===== src/rtl/ddfh_pkg.sv =====
// ----------------------------------------------------------------------------
// ddfh_pkg: shared constants and helpers for the decimal digit fold hash
// Field widths, stream packing, the reciprocal used for division by ten
// and the mod-ten digit add.
// ----------------------------------------------------------------------------
package ddfh_pkg;

  localparam int KEY_W        = 31;
  localparam int CNT_W        = 4;
  localparam int OUT_W        = 31;
  localparam int DIGIT_W      = 4;
  localparam int S_TDATA_W    = 40;
  localparam int M_TDATA_W    = 32;
  localparam int MAX_DIGITS_DEF = 10;

  localparam int RECIP_W      = 32;
  localparam logic [RECIP_W-1:0] RECIP = 32'hCCCC_CCCD;
  localparam int RECIP_SHIFT  = 35;
  localparam int PROD_W       = KEY_W + RECIP_W;
  localparam int QUOT_W       = PROD_W - RECIP_SHIFT;

  localparam int RES_W        = 7;

  typedef logic [DIGIT_W-1:0] digit_t;

  function automatic logic [PROD_W-1:0] mul_recip(input logic [KEY_W-1:0] val);
    mul_recip = {{(PROD_W-KEY_W){1'b0}}, val} * {{(PROD_W-RECIP_W){1'b0}}, RECIP};
  endfunction

  function automatic digit_t add_mod10(input digit_t a, input digit_t b);
    logic [DIGIT_W:0] sum;
    sum = {1'b0, a} + {1'b0, b};
    if (sum >= (DIGIT_W+1)'(10)) begin
      sum = sum - (DIGIT_W+1)'(10);
    end
    add_mod10 = sum[DIGIT_W-1:0];
  endfunction

endpackage


===== src/rtl/decimal_digit_fold_hash.sv =====
// ----------------------------------------------------------------------------
// decimal_digit_fold_hash: digit folding hash of a nonnegative key
// Splits the key into decimal digits one per cycle and folds pairs of them
// with mod-ten adds, one fold pass per cycle.
// ----------------------------------------------------------------------------
// channel   dir  tdata (low bit first)                tuser  tlast
// s_axis    in   key[30:0], digit_count[34:31], pad   -      -
// m_axis    out  bucket_index[30:0], pad              -      -
//
// An item with digit count t of 3 or more runs t digit steps through the
// divide-by-ten unit, t/2-1 fold passes and a result step that forms the
// index once the output register is free. Counts of 0, 1 or 2 go straight
// to the result step and pass the key through. s_axis_tready is high only
// while idle; one finished result may wait in the output register while
// the next item is taken. Reset clears control state only.
// ----------------------------------------------------------------------------
module decimal_digit_fold_hash #(
  parameter int MAX_DIGITS = ddfh_pkg::MAX_DIGITS_DEF
) (
  input  logic                              clk_i,
  input  logic                              rst_ni,
  input  logic                              s_axis_tvalid,
  output logic                              s_axis_tready,
  input  logic [ddfh_pkg::S_TDATA_W-1:0]    s_axis_tdata,  // key, digit_count
  output logic                              m_axis_tvalid,
  input  logic                              m_axis_tready,
  output logic [ddfh_pkg::M_TDATA_W-1:0]    m_axis_tdata   // bucket_index
);

  localparam int DCNT_W = $clog2(MAX_DIGITS + 1);
  localparam int PASS_W = $clog2(MAX_DIGITS / 2 + 1);
  localparam int SR_N   = (MAX_DIGITS < 4) ? 4 : MAX_DIGITS;

  localparam logic [1:0] ST_IDLE   = 2'd0;
  localparam logic [1:0] ST_DIGIT  = 2'd1;
  localparam logic [1:0] ST_FOLD   = 2'd2;
  localparam logic [1:0] ST_RESULT = 2'd3;

  logic [1:0]                        state_q, state_d;
  logic [DCNT_W-1:0]                 t_q, t_d;
  logic [DCNT_W-1:0]                 dcnt_q, dcnt_d;
  logic [PASS_W-1:0]                 pcnt_q, pcnt_d;
  logic                              pass_key_q, pass_key_d;
  logic [ddfh_pkg::KEY_W-1:0]        key_q, key_d;
  logic [ddfh_pkg::KEY_W-1:0]        val_q, val_d;
  logic [ddfh_pkg::PROD_W-1:0]       prod_q, prod_d;
  ddfh_pkg::digit_t                  sr_q [SR_N];
  ddfh_pkg::digit_t                  sr_d [SR_N];
  logic                              m_valid_q, m_valid_d;
  logic [ddfh_pkg::OUT_W-1:0]        m_data_q, m_data_d;

  logic [ddfh_pkg::KEY_W-1:0]        in_key;
  logic [ddfh_pkg::CNT_W-1:0]        in_cnt;
  logic [DCNT_W-1:0]                 t_clamp;
  logic [PASS_W-1:0]                 passes;
  logic                              in_acc;
  logic [ddfh_pkg::KEY_W-1:0]        quot;
  ddfh_pkg::digit_t                  digit;
  logic [ddfh_pkg::PROD_W-1:0]       prod_next;
  ddfh_pkg::digit_t                  fold_hi, fold_lo;
  ddfh_pkg::digit_t                  res_hi, res_lo;
  logic [ddfh_pkg::RES_W-1:0]        res;
  logic                              out_free;

  assign in_key = s_axis_tdata[ddfh_pkg::KEY_W-1:0];
  assign in_cnt = s_axis_tdata[ddfh_pkg::KEY_W+ddfh_pkg::CNT_W-1:ddfh_pkg::KEY_W];
  assign in_acc = s_axis_tvalid & s_axis_tready;

  always_comb begin
    if (in_cnt == '0) begin
      t_clamp = DCNT_W'(1);
    end else if (in_cnt > ddfh_pkg::CNT_W'(MAX_DIGITS)) begin
      t_clamp = DCNT_W'(MAX_DIGITS);
    end else begin
      t_clamp = DCNT_W'(in_cnt);
    end
  end

  assign passes = PASS_W'((t_q >> 1) - DCNT_W'(1));

  ddfh_div10 u_div10 (
    .val_i   (val_q),
    .prod_i  (prod_q),
    .quot_o  (quot),
    .digit_o (digit),
    .prod_o  (prod_next)
  );

  assign fold_hi = ddfh_pkg::add_mod10(sr_q[0], sr_q[3]);
  assign fold_lo = ddfh_pkg::add_mod10(sr_q[1], sr_q[2]);

  assign res_hi = t_q[0] ? sr_q[1] : sr_q[0];
  assign res_lo = t_q[0] ? sr_q[2] : sr_q[1];
  assign res    = ({3'b000, res_hi} << 3) + ({3'b000, res_hi} << 1) + {3'b000, res_lo};

  assign out_free = ~m_valid_q | m_axis_tready;

  always_comb begin
    state_d    = state_q;
    t_d        = t_q;
    dcnt_d     = dcnt_q;
    pcnt_d     = pcnt_q;
    pass_key_d = pass_key_q;
    key_d      = key_q;
    val_d      = val_q;
    prod_d     = prod_q;
    sr_d       = sr_q;
    m_valid_d  = m_valid_q;
    m_data_d   = m_data_q;

    if (m_valid_q && m_axis_tready) begin
      m_valid_d = 1'b0;
    end

    case (state_q)
      ST_IDLE: begin
        if (in_acc) begin
          key_d      = in_key;
          val_d      = in_key;
          prod_d     = ddfh_pkg::mul_recip(in_key);
          t_d        = t_clamp;
          dcnt_d     = t_clamp;
          pass_key_d = (t_clamp <= DCNT_W'(2));
          state_d    = (t_clamp <= DCNT_W'(2)) ? ST_RESULT : ST_DIGIT;
        end
      end
      ST_DIGIT: begin
        for (int i = SR_N - 1; i > 0; i--) begin
          sr_d[i] = sr_q[i-1];
        end
        sr_d[0] = digit;
        val_d   = quot;
        prod_d  = prod_next;
        dcnt_d  = dcnt_q - DCNT_W'(1);
        if (dcnt_q == DCNT_W'(1)) begin
          pcnt_d  = passes;
          state_d = (passes == '0) ? ST_RESULT : ST_FOLD;
        end
      end
      ST_FOLD: begin
        sr_d[0] = fold_lo;
        sr_d[1] = fold_hi;
        for (int i = 2; i < SR_N - 2; i++) begin
          sr_d[i] = sr_q[i+2];
        end
        pcnt_d = pcnt_q - PASS_W'(1);
        if (pcnt_q == PASS_W'(1)) begin
          state_d = ST_RESULT;
        end
      end
      ST_RESULT: begin
        if (out_free) begin
          m_valid_d = 1'b1;
          m_data_d  = pass_key_q ? key_q
                                 : {{(ddfh_pkg::OUT_W-ddfh_pkg::RES_W){1'b0}}, res};
          state_d   = ST_IDLE;
        end
      end
      default: begin
        state_d = ST_IDLE;
      end
    endcase
  end

  always_ff @(posedge clk_i or negedge rst_ni) begin
    if (!rst_ni) begin
      state_q   <= ST_IDLE;
      m_valid_q <= 1'b0;
      dcnt_q    <= '0;
      pcnt_q    <= '0;
    end else begin
      state_q   <= state_d;
      m_valid_q <= m_valid_d;
      dcnt_q    <= dcnt_d;
      pcnt_q    <= pcnt_d;
    end
  end

  always_ff @(posedge clk_i) begin
    t_q        <= t_d;
    pass_key_q <= pass_key_d;
    key_q      <= key_d;
    val_q      <= val_d;
    prod_q     <= prod_d;
    sr_q       <= sr_d;
    m_data_q   <= m_data_d;
  end

  assign s_axis_tready = (state_q == ST_IDLE);
  assign m_axis_tvalid = m_valid_q;
  assign m_axis_tdata  = {{(ddfh_pkg::M_TDATA_W-ddfh_pkg::OUT_W){1'b0}}, m_data_q};

`ifndef SYNTHESIS
  a_busy_not_ready: assert property (@(posedge clk_i) disable iff (!rst_ni)
    (state_q != ST_IDLE) |-> !s_axis_tready)
    else $error("input taken while busy");

  a_digit_range: assert property (@(posedge clk_i) disable iff (!rst_ni)
    (state_q == ST_DIGIT) |-> (digit < ddfh_pkg::DIGIT_W'(10)))
    else $error("extracted digit out of range");

  a_fold_range: assert property (@(posedge clk_i) disable iff (!rst_ni)
    (state_q == ST_RESULT && !pass_key_q) |-> (res < ddfh_pkg::RES_W'(100)))
    else $error("folded index out of range");
`endif

endmodule


===== src/rtl/ddfh_div10.sv =====
// ----------------------------------------------------------------------------
// ddfh_div10: one step of decimal digit extraction
// Takes the value and its registered product with the reciprocal of ten,
// gives the quotient, the remainder digit and the quotient's own product.
// ----------------------------------------------------------------------------
module ddfh_div10 (
  input  logic [ddfh_pkg::KEY_W-1:0]  val_i,
  input  logic [ddfh_pkg::PROD_W-1:0] prod_i,
  output logic [ddfh_pkg::KEY_W-1:0]  quot_o,
  output ddfh_pkg::digit_t            digit_o,
  output logic [ddfh_pkg::PROD_W-1:0] prod_o
);

  logic [ddfh_pkg::QUOT_W-1:0] quot;
  logic [ddfh_pkg::KEY_W-1:0]  quot_ext;
  logic [ddfh_pkg::KEY_W-1:0]  quot_x10;
  logic [ddfh_pkg::KEY_W-1:0]  rem;

  assign quot     = prod_i[ddfh_pkg::PROD_W-1:ddfh_pkg::RECIP_SHIFT];
  assign quot_ext = {{(ddfh_pkg::KEY_W-ddfh_pkg::QUOT_W){1'b0}}, quot};
  assign quot_x10 = (quot_ext << 3) + (quot_ext << 1);
  assign rem      = val_i - quot_x10;

  assign quot_o  = quot_ext;
  assign digit_o = rem[ddfh_pkg::DIGIT_W-1:0];
  assign prod_o  = ddfh_pkg::mul_recip(quot_ext);

endmodule


===== config.mk =====
export PLATFORM = sky130hd
export DESIGN_NAME = decimal_digit_fold_hash
export DESIGN_NICKNAME = d
export VERILOG_FILES = /design/src/rtl/ddfh_pkg.sv /design/src/rtl/decimal_digit_fold_hash.sv /design/src/rtl/ddfh_div10.sv
export SDC_FILE = /design/constraint.sdc
export NUM_CORES = 1
export LEC_CHECK = 0
export BUFFER_PORTS_ARGS = -buffer_cell sky130_fd_sc_hd__buf_4
export CORE_MARGIN = 4
export CORE_UTILIZATION = 40
export CTS_CLUSTER_DIAMETER = 120
export CTS_CLUSTER_SIZE = 28
export DETAILED_ROUTE_END_ITERATION = 6
export PLACE_DENSITY = 0.57
export RECOVER_POWER = 100
export SKIP_CTS_REPAIR_TIMING = 1
export SLEW_MARGIN = 20
export SYNTH_ARGS = -nofsm -noshare
export SYNTH_HDL_FRONTEND = slang
export SYNTH_SLANG_ARGS = --single-unit

===== constraint.sdc =====
create_clock -name clk_i -period 18.5 [get_ports clk_i]
set_input_delay 3.7 -clock clk_i [delete_from_list [all_inputs] [get_ports clk_i]]
set_output_delay 3.7 -clock clk_i [all_outputs]
set_load 0.01 [all_outputs]

==> results.toml, run 1 <==
[detailed_routing]
via_per_inst = 5.05
top_layer = "met4"
met2_length_mm = 33.9
met3_length_mm = 2.57
drc = 0
wirelength_mm = 72.3
vias = 19000
drtIter0Drc = 919
antenna_left = 0
met1Wirelength_mm = 34.3
routedWlPerCell_um = 19.2
drt-pass1-iter-count = 6

[timing]
slew_headroom_pct = -138
worstMarginPinSlew_ns = 3.56
fmax_mhz = 85.3
fin_crit_ns = 11.73
finalMaxSlewViolations = 267
fin_setup_tns_ns = 0
finalClockSkew_ns = 0.0219
fin_crit_sh_pct = 63.4
hold_violations = 0
rsz0062_at_grt = "no"
setup_viol = 0

[cts]
htreeDepth = 4
clkTransAtPathRegs_ns = 0.08
root_buffer = "clkbuf_16"
tritoncts = "done"
cts.sinks = 149
cts_buffer_depth = 2
clk-insertion-delay-late_ns = 0.47
cts_buffers = 17

[yosys]
syn_inst = 2746
yosysSeqAreaShare_pct = 15.4
ys.flop_type = "edfxtp_1"
synth.net_count = 3810
ys_ff_latch = 149
async_flop_share_pct = 6.71
yosys_warnings = 0
syn_avg_cell_area_sq_um = 10.4
yosysUniqueCellTypes = 75
syn-cell-area_sq_mm = 0.0287
synth_edf_count = 139

[setup_path]
cp-start-kind = "primary input"
critical-path-slowest-cell = "fa_1"
slowest_delay_ns = 0.66
worst-endpoint-arrival_ns = 11.77
path_class = "in2reg"
worst_path_most_repeated_cell = "fa_1"
crit_chain = "clkbuf_1, ha_1, fa_1, fa_1, fa_1, inv_1, fa_1, inv_1, fa_1, inv_1, fa_1, fa_1, inv_1, ha_1, nand4_1, or2_2, nor2_1, a41oi_1, o21ai_0, a41oi_1, o21ai_0, xnor2_1, o21ai_0"
cp-end-kind = "flop"
cp.required_ns = 18.54
worstPathMaxFanout = 7

[layout]
area_growth_pct = 6.66
final_common_cell = "inv_1"
mostFrequentLayoutCells = "743 x inv_1, 571 x ha_1, 449 x fa_1"
drive_gt1_share_pct = 3.55
nNetsFinal = 3869
n_antenna_cell = 0

[floorplanning]
dieWidth_um = 276
initial_utilization_pct = 40.7
die_area_sq_mm = 0.0760
core_area_sq_mm = 0.0705
die_h_um = 276
rows = 97
io_pins = 78

[placed_design]
gp_congestion = 0.916
dp_hpwl_mm = 63.6
port_buffers = 71

[run_status]
violations = "capacitance limit, slew limit"
outcome = "complete, but fails checks"

[global_route]
track_usage_pct = 19.7
grt_pass1_wl_mm = 115
gr-total-overflow = 0
antenna_found_initial = 0
grt_max_degree = 80
grt_pass1_vias = 20700

[worst_hold_path]
hold_path_class = "reg2reg"

[job]
drv_cap = 6
==> registers in the layout (all words and copies together), names as in the netlist <==
name and count:
t_q 4, val_q 4, state_q 2, sr_q 40, m_axis_tvalid 1, pass_key_q 1, m_data_q 31, pcnt_q 3
key_q 31, dcnt_q 4, prod_q 28
==> worst paths after layout <==
path                         endpoint  cells after the start  slack (ns)       startpoint
min                           sr_q[0]                      0        0.45          sr_q[4]
max reg2reg                prod_q[58]                     23       10.12       prod_q[44]
max                        prod_q[52]                     23        6.77  s_axis_tdata[4]
min in group asynchronous   pcnt_q[0]                      1        3.24           rst_ni
max in group asynchronous   dcnt_q[0]                      1       14.83           rst_ni
min reg2reg                   sr_q[0]                      0        0.45          sr_q[4]
==> logic make-up after synthesis <==
group | after synthesis | synth area share (%)
mux | 54 | 2.08
other cells | 1 | 0.0131
fa+ha+maj | 1021 | 56.3
xor+xnor | 79 | 2.41
simple gates | 298 | 5.34
flops | 149 | 15.4
compound gates | 364 | 8.14
buf+inv | 780 | 10.3
==> per-layer routing <==
layer  track usage (%)  vias up
li1                  -     9016
met1              27.9     9503
met3              1.94       83
met5                 0        -
met2              32.5      369
met4              4.79        0
==> synth_stat cells (all sizes together) (5+ instances only) <==
| cell type | count | area share [%] |
|---|---|---|
| o21ai | 81 | 1.4 |
| or2 | 5 | 0.11 |
| a31o | 6 | 0.18 |
| nand2b | 11 | 0.24 |
| a211oi | 11 | 0.31 |
| and2 | 31 | 0.68 |
| edfxtp | 139 | 15 |
| o211ai | 9 | 0.24 |
| and3 | 11 | 0.24 |
| o21a | 5 | 0.13 |
| nand3 | 28 | 0.49 |
| inv | 743 | 9.7 |
| nor4 | 5 | 0.13 |
| dfrtp | 10 | 0.87 |
| a21o | 62 | 1.6 |
| o31ai | 5 | 0.15 |
| nand3b | 6 | 0.16 |
| nor3 | 11 | 0.23 |
| nor2 | 58 | 0.77 |
| xor2 | 27 | 0.82 |
| mux2i | 10 | 0.35 |
| a21boi | 6 | 0.16 |
| fa | 449 | 31 |
| a31oi | 14 | 0.31 |
| clkbuf | 33 | 0.43 |
| nor2b | 16 | 0.35 |
| a221oi | 6 | 0.21 |
| nand4 | 25 | 0.55 |
| mux2 | 44 | 1.7 |
| a21oi | 114 | 2.0 |
| xnor2 | 52 | 1.6 |
| nand2 | 77 | 1.0 |
| o21bai | 11 | 0.29 |
| ha | 571 | 25 |
==> cell type report <==
type,count,area (sq um)
clock buffer,18,439
multi-input combinational,1817,21300
sequential,149,4420
fill,6790,39900
inverter,743,2790
timing repair buffer,77,308
clock inverter,14,160
tap,940,1180
==> critical path: cells and delay by family <==
family / cells / cell delay, ns
compound gates: 5 / 1.67
xor+xnor: 1 / 0.18
fa+ha+maj: 9 / 4.43
buf+inv: 5 / 0.85
simple gates: 3 / 0.92
==> metrics by stage <==
step	setup slack (ns)	std cells	hold slack, ns	util (%)	cell area [sq um]
global route	6.41	3758	0.465	43.4	30600
floorplan	8.29	2746	0.420	-	28700
global placement	7.09	3725	0.428	42.9	30300
detailed placement	7.07	3725	0.436	42.9	30300
finish	6.77	3758	0.455	43.4	30600
CTS	7.57	3757	0.452	43.8	30900
Power of run 1 is not shown: default switching activity piles up to over one toggle a cycle in this logic, so the estimate is an artifact.
==> run 2, diff against run 1 <==
==> constraint.sdc (replaced) <==
create_clock -name clk_i -period 12.2 [get_ports clk_i]
set_input_delay 2.44 -clock clk_i [delete_from_list [all_inputs] [get_ports clk_i]]
set_output_delay 2.44 -clock clk_i [all_outputs]
set_load 0.01 [all_outputs]
==> run 2 against run 1 <==
Against the previous run: the flow still finishes with violations (capacitance limit, slew limit); first-iteration DRC count rose by 7.5%; largest cell class unchanged; highest routed layer unchanged; sequential share of layout area hardly changed; die area is the same; routed wire length decreased by 1.6%.
==> results.toml, run 2 (synthesized netlist as in run 1, its figures left out) <==
[detailed_routing]
drt-pass1-iter-count = 5
vias = 18700
routedWlPerCell_um = 18.9
met1Wirelength_mm = 33.9
via_per_inst = 4.98
wirelength_mm = 71.2
antenna_left = 0
drtIter0Drc = 988
met3_length_mm = 2.46
drc = 0
met2_length_mm = 33.1
top_layer = "met4"

[timing]
fin_crit_sh_pct = 83.1
fin_crit_ns = 10.14
worstMarginPinSlew_ns = 3.58
finalMaxSlewViolations = 267
finalWorstSetupSlack_ns = 2.06
fin_setup_tns_ns = 0
hold_violations = 0
fmax_mhz = 98.6
finalClockSkew_ns = 0.0273
slew_headroom_pct = -138
rsz0062_at_grt = "no"
setup_viol = 0

[floorplanning]
die_area_sq_mm = 0.0760
initial_utilization_pct = 40.7
core_area_sq_mm = 0.0705
dieWidth_um = 276
die_h_um = 276
io_pins = 78
rows = 97

[global_route]
grt_max_degree = 80
gr-total-overflow = 0
grt_pass1_vias = 20400
track_usage_pct = 19.4
grt_pass1_wl_mm = 114
antenna_found_initial = 0

[setup_path]
slowest_delay_ns = 0.65
worst_path_most_repeated_cell = "fa_1"
cp.required_ns = 12.40
path_class = "in2reg"
cp-start-kind = "primary input"
crit_chain = "clkbuf_1, ha_1, fa_1, fa_1, fa_1, inv_1, fa_1, inv_1, fa_1, inv_1, fa_1, fa_1, inv_1, ha_1, nand4_1, or2_2, nor2_1, a41oi_1, o21ai_0, a41oi_1, o21ai_0, a21oi_1, mux2_2"
worst-endpoint-arrival_ns = 10.34
critical-path-slowest-cell = "fa_1"
cp-end-kind = "flop"
worstPathMaxFanout = 7

[layout]
largest-register = "sr_q"
utilization_pct = 43.4
finalInstanceArea_sq_mm = 0.0306
area_growth_pct = 6.70
final_common_cell = "inv_1"
largest_reg_flops = 40
largestRegisters = "sr_q: 40 flops, key_q: 31 flops, m_data_q: 31 flops"
multiInputGateArea_sq_mm = 0.0213
nNetsFinal = 3868
drive_gt1_share_pct = 3.51
fill_cells = 6836
regArea_sq_mm = 0.00442
mostFrequentLayoutCells = "743 x inv_1, 571 x ha_1, 449 x fa_1"

[placed_design]
placed_area_sq_mm = 0.0303
dp_hpwl_mm = 63.4
place_ws_ns = 2.20
port_buffers = 71
gp_congestion = 0.934

[cts]
htreeDepth = 4
tritoncts = "done"
clk-insertion-delay-late_ns = 0.47
cts.sinks = 149
cts_buffers = 17
cts_buffer_depth = 2
clkTransAtPathRegs_ns = 0.07
root_buffer = "clkbuf_16"

[worst_hold_path]
hold_path_class = "reg2reg"

[job]
drv_cap = 6

[run_status]
outcome = "complete, but fails checks"
violations = "capacitance limit, slew limit"
run 2: cell types whose count changed in the layout (fill, tap and decap cells not counted), sizes merged:
cell	delta
clkinv	-2
bufinv	+2
clkinvlp	-1
diode	+1
run 2: per-layer routing:
layer	vias up	GRT usage [%]
li1	9001	-
met1	9337	27.6
met2	302	31.9
met3	69	2.27
met4	0	4.92
met5	-	0
run 2: metrics by stage:
step,hold slack (ns),cells
floorplan,0.420,2746
global placement,0.427,3725
detailed placement,0.442,3725
CTS,0.459,3757
global route,0.461,3757
finish,0.458,3758
run 2: critical path: cells and delay by family:
kind	cells	cell delay, ns
compound gates	5	1.60
fa+ha+maj	9	4.39
buf+inv	5	0.82
mux	1	0.29
simple gates	3	0.78
run 2: final timing paths:
kind                                       from          to  slack (ns)  cells after the start
worst max-delay path            s_axis_tdata[4]  prod_q[60]        2.06                     23
worst min register to register          sr_q[7]     sr_q[3]        0.46                      0
max in group asynchronous                rst_ni   pcnt_q[0]        9.87                      1
min in group asynchronous                rst_ni   pcnt_q[1]        1.95                      1
worst min-delay path                    sr_q[7]     sr_q[3]        0.46                      0
worst max register to register       prod_q[48]  prod_q[56]        3.86                     24
run 2: cell type report:
cell class | instances | share of cell area [%]
Multi-Input combinational cell | 1817 | 69.6
Sequential cell | 149 | 14.5
Inverter | 743 | 9.12
Tap cell | 940 | 3.84
Clock buffer | 19 | 1.45
Timing Repair Buffer | 76 | 0.994
Clock inverter | 13 | 0.544
Antenna cell | 1 | 0.00818
Power of run 2 is left out for the same reason.
